<file path="config.mk">
export PLATFORM = sky130hd
export DESIGN_NAME = tcs_divider
export DESIGN_NICKNAME = d
export VERILOG_FILES = /design/src/hw/rtl/texture_coordinate_scroller_defines.svh /design/src/hw/rtl/tcs_pkg.sv /design/src/hw/rtl/tcs_divider.sv
export SDC_FILE = /design/constraint.sdc
export NUM_CORES = 1
export LEC_CHECK = 0
export BUFFER_PORTS_ARGS = -buffer_cell sky130_fd_sc_hd__buf_2
export CORE_ASPECT_RATIO = 1.4
export CORE_MARGIN = 2
export CORE_UTILIZATION = 42
export CTS_BUF_LIST = sky130_fd_sc_hd__clkbuf_8 sky130_fd_sc_hd__clkbuf_16
export DETAILED_ROUTE_END_ITERATION = 7
export GPL_TIMING_DRIVEN = 0
export PLACE_DENSITY = 0.72
export SYNTH_ARGS = -nofsm -noshare
export SYNTH_HDL_FRONTEND = slang
export SYNTH_SLANG_ARGS = --single-unit
</file>
<file path="constraint.sdc">
create_clock -name clk -period 7.27 [get_ports clk]
set_clock_uncertainty 0.2 [all_clocks]
set_input_delay 0.727 -clock clk [delete_from_list [all_inputs] [get_ports clk]]
set_output_delay 0.727 -clock clk [all_outputs]
set_load 0.01 [all_outputs]
</file>
<file path="src/hw/rtl/texture_coordinate_scroller_defines.svh">
// Assertion helpers for the texture coordinate scroller
`ifndef TEXTURE_COORDINATE_SCROLLER_DEFINES_SVH
`define TEXTURE_COORDINATE_SCROLLER_DEFINES_SVH
// a condition implies another in the same cycle
`define TCS_ASSERT_IMP(lbl, clk, rst, a, b) \
  lbl: assert property (@(posedge clk) disable iff (rst) (a) |-> (b)) \
    else $error("tcs check failed");
// a condition implies another in the next cycle
`define TCS_ASSERT_NXT(lbl, clk, rst, a, b) \
  lbl: assert property (@(posedge clk) disable iff (rst) (a) |=> (b)) \
    else $error("tcs check failed");
`endif

</file>
<file path="src/hw/rtl/tcs_pkg.sv">
`default_nettype none
package tcs_pkg;
  localparam int MaxVertices = 1024;
  localparam int MaxShapes   = 256;

  typedef enum logic [1:0] {
    REQ_TICK = 2'd0, REQ_LOAD_VTX = 2'd1, REQ_LOAD_SHAPE = 2'd2, REQ_READ_VTX = 2'd3
  } req_t;

  localparam logic [2:0] CFG_SPEED_U = 3'd0;
  localparam logic [2:0] CFG_SPEED_V = 3'd1;
  localparam logic [2:0] CFG_MATERIAL = 3'd2;
  localparam logic [2:0] CFG_TEX_COUNT = 3'd3;
  localparam logic [2:0] CFG_SHAPE_COUNT = 3'd4;
  localparam logic [2:0] CFG_TEX_WIDTH = 3'd5;
  localparam logic [2:0] CFG_TEX_HEIGHT = 3'd6;

  typedef struct packed {
    logic [1:0]         req_type;
    logic [3:0]         update_rate;
    logic               active;
    logic               block_present;
    logic [9:0]         entry_index;
    logic signed [15:0] coord_u;
    logic signed [15:0] coord_v;
    logic [10:0]        shape_base;
    logic [7:0]         shape_material;
  } in_item_t;

  typedef struct packed {
    logic signed [15:0] out_u;
    logic signed [15:0] out_v;
    logic               done_res;
  } out_item_t;

  // divider handshake
  typedef struct packed {
    logic        start;
    logic [31:0] dividend;
    logic [31:0] divisor;
  } div_req_t;

  typedef struct packed {
    logic        busy;
    logic        done;
    logic [31:0] rem;
  } div_rsp_t;
endpackage
`default_nettype wire

</file>
<file path="src/hw/rtl/tcs_divider.sv">
`default_nettype none
// Restoring remainder unit, one quotient bit per cycle.
module tcs_divider import tcs_pkg::*; (
  input  wire logic     clk,
  input  wire logic     rst,
  input  wire div_req_t req,
  output      div_rsp_t rsp
);
  logic [31:0] num;
  logic [31:0] den;
  logic [31:0] rem;
  logic [5:0]  cnt;
  logic        busy;
  logic        done;
  logic [32:0] trial;

  always_comb begin
    trial = {rem, num[31]} - {1'b0, den};
  end

  always_ff @(posedge clk) begin
    if (rst) begin
      busy <= 1'b0;
      done <= 1'b0;
      cnt  <= '0;
    end else begin
      done <= 1'b0;
      if (req.start && !busy) begin
        busy <= 1'b1;
        num  <= req.dividend;
        den  <= req.divisor;
        rem  <= '0;
        cnt  <= 6'd32;
      end else if (busy) begin
        num <= {num[30:0], 1'b0};
        if (!trial[32]) begin
          rem <= trial[31:0];
        end else begin
          rem <= {rem[30:0], num[31]};
        end
        cnt <= cnt - 6'd1;
        if (cnt == 6'd1) begin
          busy <= 1'b0;
          done <= 1'b1;
        end
      end
    end
  end

  assign rsp.busy = busy;
  assign rsp.done = done;
  assign rsp.rem  = rem;
endmodule
`default_nettype wire

</file>
# Word-level counts from Yosys, hierarchy flattened
# Index checks and enable logic that the tools add are counted.
dict set report classes {
  add_sub_neg 2
  eq_ne 1
  mux 10
  n_bitwise 2
  n_reduce_logical 7
}
# operator count
set op_table {}
lappend op_table {{2-to-1 mux 32 bit} 4}
lappend op_table {{subtractor 33 x 32 -> 33 bit} 1}
lappend op_table {{2-to-1 mux 6 bit} 2}
lappend op_table {{== test 6 x 1 -> 1 bit (second input constant)} 1}
lappend op_table {{subtractor 6 x 1 -> 6 bit (second input constant)} 1}
lappend op_table {{2-to-1 mux 1 bit} 4}
lappend op_table {{AND reduction 2 bit} 2}
lappend op_table {{OR reduction 3 bit} 1}
lappend op_table {{inverter 1 bit} 2}
lappend op_table {{nonzero test 2 bit} 1}
lappend op_table {{OR reduction 2 bit} 1}
lappend op_table {{logical AND 1 bit} 1}
lappend op_table {{logical NOT 1 bit} 1}
dict set report totals {
  regBits 104
  input_bits 67
  output_inout_bits 34
  wordCells 29
}

# Longest topological paths before layout
dict set report depth {
  ltp_word 4
  mapped_depth 13
  mapped_depth_nobuf 11
}

# Worst setup path after synthesis
# No wires, ideal clock.
dict set report synth_path {
  path_type {input to register}
  startpoint {in rst}
  endpoint {reg num[0], enable pin}
  setup_time_ps 488
  arrival_time_ps 3638
  setup_slack_ps 2945
  cell_stages 2
  n_path_buf 1
  cell_sequence {clkbuf_1 -> nor2_1}
}
dict set report synth_via {
  elab_chain_len 2
}
# element line_no
set synth_lines {}
lappend synth_lines {{start, declared} tcs_divider.sv:5} ;# input wire logic rst,
lappend synth_lines {{inverter 1 bit (no source line)} -}
lappend synth_lines {{AND reduction 2 bit (no source line)} -}
lappend synth_lines {{end signal, assigned} tcs_divider.sv:30} ;# num <= req.dividend;
lappend synth_lines {{end signal, assigned} tcs_divider.sv:35} ;# num <= {num[30:0], 1'b0};
lappend synth_lines {{end, declared} tcs_divider.sv:9} ;# logic [31:0] num;
# Every way passes these cells.
# A chain may end at the register's enable or synchronous reset.

# Final worst setup path
dict set report layout_path {
  startpoint {reg num[31]}
  endpoint {reg rem[22] (data pin)}
}
dict set report layout_via {
  elab_chain_len 3
}
# element line_no
set layout_lines {}
lappend layout_lines {{subtractor 33 x 32 -> 33 bit} tcs_divider.sv:18} ;# trial = {rem, num[31]} - {1'b0, den};
lappend layout_lines {{2-to-1 mux 32 bit} tcs_divider.sv:36} ;# if (!trial[32]) begin
lappend layout_lines {{2-to-1 mux 32 bit} tcs_divider.sv:34} ;# end else if (busy) begin
lappend layout_lines {{end signal, assigned} tcs_divider.sv:37} ;# rem <= trial[31:0];
lappend layout_lines {{end signal, assigned} tcs_divider.sv:39} ;# rem <= {rem[30:0], num[31]};
lappend layout_lines {{end, declared} tcs_divider.sv:11} ;# logic [31:0] rem;
# Every way passes these cells. The select of a mux whose other input is x is not followed.

==> impl_metrics.yaml <==
synthesis:
  ys_warn_count: 0
  ys_ff_latch: 104
  yosys.area.top_type: "edfxtp_1"
  synth_cell_types: 52
  async_flop_share_pct: 0
  synth_top_area_share_pct: 48.41
  synth_flop_cell: "edfxtp_1"
  seq_area_frac_synth_pct: 51.10
  avgSynthCellArea_um2: 10.04
  synth_fp_nets: 695
  syn_inst: 593
  netlist_area_um2: 5954
  synth-edff-count: 96
  synth.area.top_cells: "edfxtp_1 (48%), nand2_1 (7.8%), ha_1 (7.1%)"
floorplan:
  rows: 51
  core-area_um2: 13910
  die_area_um2: 15160
  start_util_pct: 42.80
  die_y_um: 144.9
  die_w_um: 104.6
  io_pins: 101
cts:
  postCtsSetupBuffers: 0
  cts_tree: "yes"
  cts_resized: 0
  cts_inserted_buffers: 9
  path_clk_slew_ns: 0.07
  ctsHoldBuffers: 0
  cts.sinks: 104
  root_buffer: "clkbuf_16"
  cts.path.max_buffers: 2
  insertion_delay_ns: 0.36
  h-tree-depth: 3
place:
  gp_congestion: 0.8857
  hpwlAfterDp_um: 10150
  placed_area_um2: 6751
  io_buffers: 99
status:
  status: "complete, no violations"
detailed_routing:
  drc: 0
  first_iter_violations: 160
  postRouteAntennaNets: 0
  routed_wl_um: 13490
  wl_per_cell_um: 15.08
  routed_via_density: 5.201
  first_pass_iters: 5
  vias: 4655
flow_run:
  cap_viol_max_count: 0
worst_setup_path:
  cp-end-kind: "flop"
  cp.required_ns: 7.22
  r2r_setup_slack_ns: 3.65
  start_kind: "flop"
  path_max_fanout: 10
  arrival_ns: 3.57
  path_class: "flop to flop"
sta:
  rsz0062_at_grt: "no"
  tightest_slew_ns: 1.011
  tns_ns: 0
  period_share_pct: 49.81
  max_freq_mhz: 276.1
  relSlewSlack_pct: 32.43
  hold_viol: 0
  maxSlewViolCount: 0
  setup_viol: 0
  period_needed_ns: 3.622
global_routing:
  grt_max_degree: 33
  grt_pass1_vias: 4665
  grt_pass1_wl_um: 22010
  grtUsageTotal_pct: 18.30
  grt_overflow: 0
  antenna_found_initial: 0
cells_and_area:
  layout_common_cells: "nand2_1 (124), buf_2 (100), edfxtp_1 (96)"
  drive_above_1_share_pct: 18.73
  syn_to_final_growth_pct: 18.26
  n_fill_cell: 1336
  antennaDiodeCount: 0
  layout.nets: 807
  final_common_cell: "nand2_1"
  design_area_um2: 7042
hold_path:
  hold_path_class: "flop to flop"
power:
  p_leak_nw: 3.086
  power_density_nw_per_um2: 249.5
  ir_worst_vdd_v: 0.0001309
[worst max-delay path, cell delays in order, from the launching register on]
cell	delay (ns)
edfxtp_1	0.35
inv_1	0.05
ha_1	0.22
fa_1	0.41
nor2b_1	0.19
o31ai_2	0.13
a211oi_2	0.34
o2111ai_1	0.24
and2_4	0.22
a211oi_2	0.30
buf_2	0.34
nor2_1	0.10
a211oi_1	0.32
[metal layers]
metal	GRT usage, %	wire, um
met1	20.13	5497
met2	33.61	6958
met3	4.523	703
met4	7.930	335
met5	0	0
[power by group]
group / switching (mW) / leakage (nW) / total (mW) / internal, mW
clock: 0.216 / 0.154 / 0.480 / 0.265
combinational: 0.298 / 1.95 / 0.518 / 0.221
sequential: 0.0310 / 0.982 / 0.758 / 0.727
total: 0.544 / 3.09 / 1.76 / 1.21
[kinds of logic (layout without fill, tap and decap cells)]
| kind of cell | count (synthesis) | count (layout) | share of synthesized area (%) |
|---|---|---|---|
| DFF | 104 | 104 | 51.10 |
| buffers and inverters | 67 | 184 | 4.686 |
| and+or+nand+nor | 216 | 216 | 15.36 |
| xor gates and xnor gates | 28 | 28 | 4.119 |
| adders and majority gates | 35 | 35 | 7.481 |
| AOI/OAI and AO/OA | 119 | 119 | 13.18 |
| muxes | 24 | 24 | 4.076 |
[area by class of cell]
cell class,instances,area [um^2],share of cell area [%]
tap,185,231.5,3.287
multi-input combinational,422,2648,37.60
clock buffer,9,225.2,3.198
clock inverter,7,65.06,0.9240
timing repair buffer,101,550.5,7.818
buffer,27,128.9,1.830
inverter,40,150.1,2.132
sequential,104,3043,43.21
[through the flow]
| stage | worst slack, ns | power [mW] | std cells | hold slack (ns) | util [%] |
|---|---|---|---|---|---|
| 3_5_place_dp | 3.716 | 1.286 | 879 | 0.3040 | 48.53 |
| 2_1_floorplan | 2.945 | 1.143 | 593 | 0.2476 | - |
| 6_report | 3.648 | 1.757 | 895 | 0.3189 | 50.62 |
| 4_1_cts | 3.691 | 1.769 | 895 | 0.3263 | 50.62 |
| 5_1_grt | 3.471 | 1.846 | 895 | 0.3307 | 50.62 |
| 3_3_place_gp | 1.656 | 1.268 | 877 | 0.2825 | 48.03 |
[state kept, by name, indices dropped and copies added, names as in the netlist]
name,count
busy,1
cnt,6
den,32
done,1
num,32
rem,32
[final timing paths]
check,start,depth (start not counted),endpoint
max,num[31],12,rem[22]
min,cnt[5],1,done
max reg2reg,num[31],12,rem[22]
min reg2reg,cnt[5],1,done
[cells in the mapped netlist (2+ instances only)]
| master | instances |
|---|---|
| o21ai_0 | 19 |
| and4_1 | 2 |
| o22ai_1 | 5 |
| a21oi_1 | 37 |
| nand2b_1 | 4 |
| nand4_1 | 4 |
| o21bai_1 | 5 |
| buf_1 | 4 |
| xor2_1 | 8 |
| a31o_2 | 3 |
| a31oi_1 | 3 |
| ha_1 | 34 |
| o211a_1 | 2 |
| mux2i_1 | 22 |
| nand3b_1 | 3 |
| buf_4 | 5 |
| o31a_1 | 4 |
| dfxtp_1 | 8 |
| nand3_1 | 8 |
| a211oi_1 | 11 |
| edfxtp_1 | 96 |
| a21o_1 | 11 |
| nor2b_1 | 3 |
| nor3_1 | 9 |
| and2_1 | 2 |
| xnor2_1 | 20 |
| o21a_1 | 5 |
| nand2_1 | 124 |
| inv_1 | 40 |
| o31ai_1 | 3 |
| clkbuf_1 | 16 |
| a211oi_2 | 2 |
| and3_1 | 4 |
| mux2_2 | 2 |
| nor2_1 | 48 |
Power figures use the tool's default switching activity.
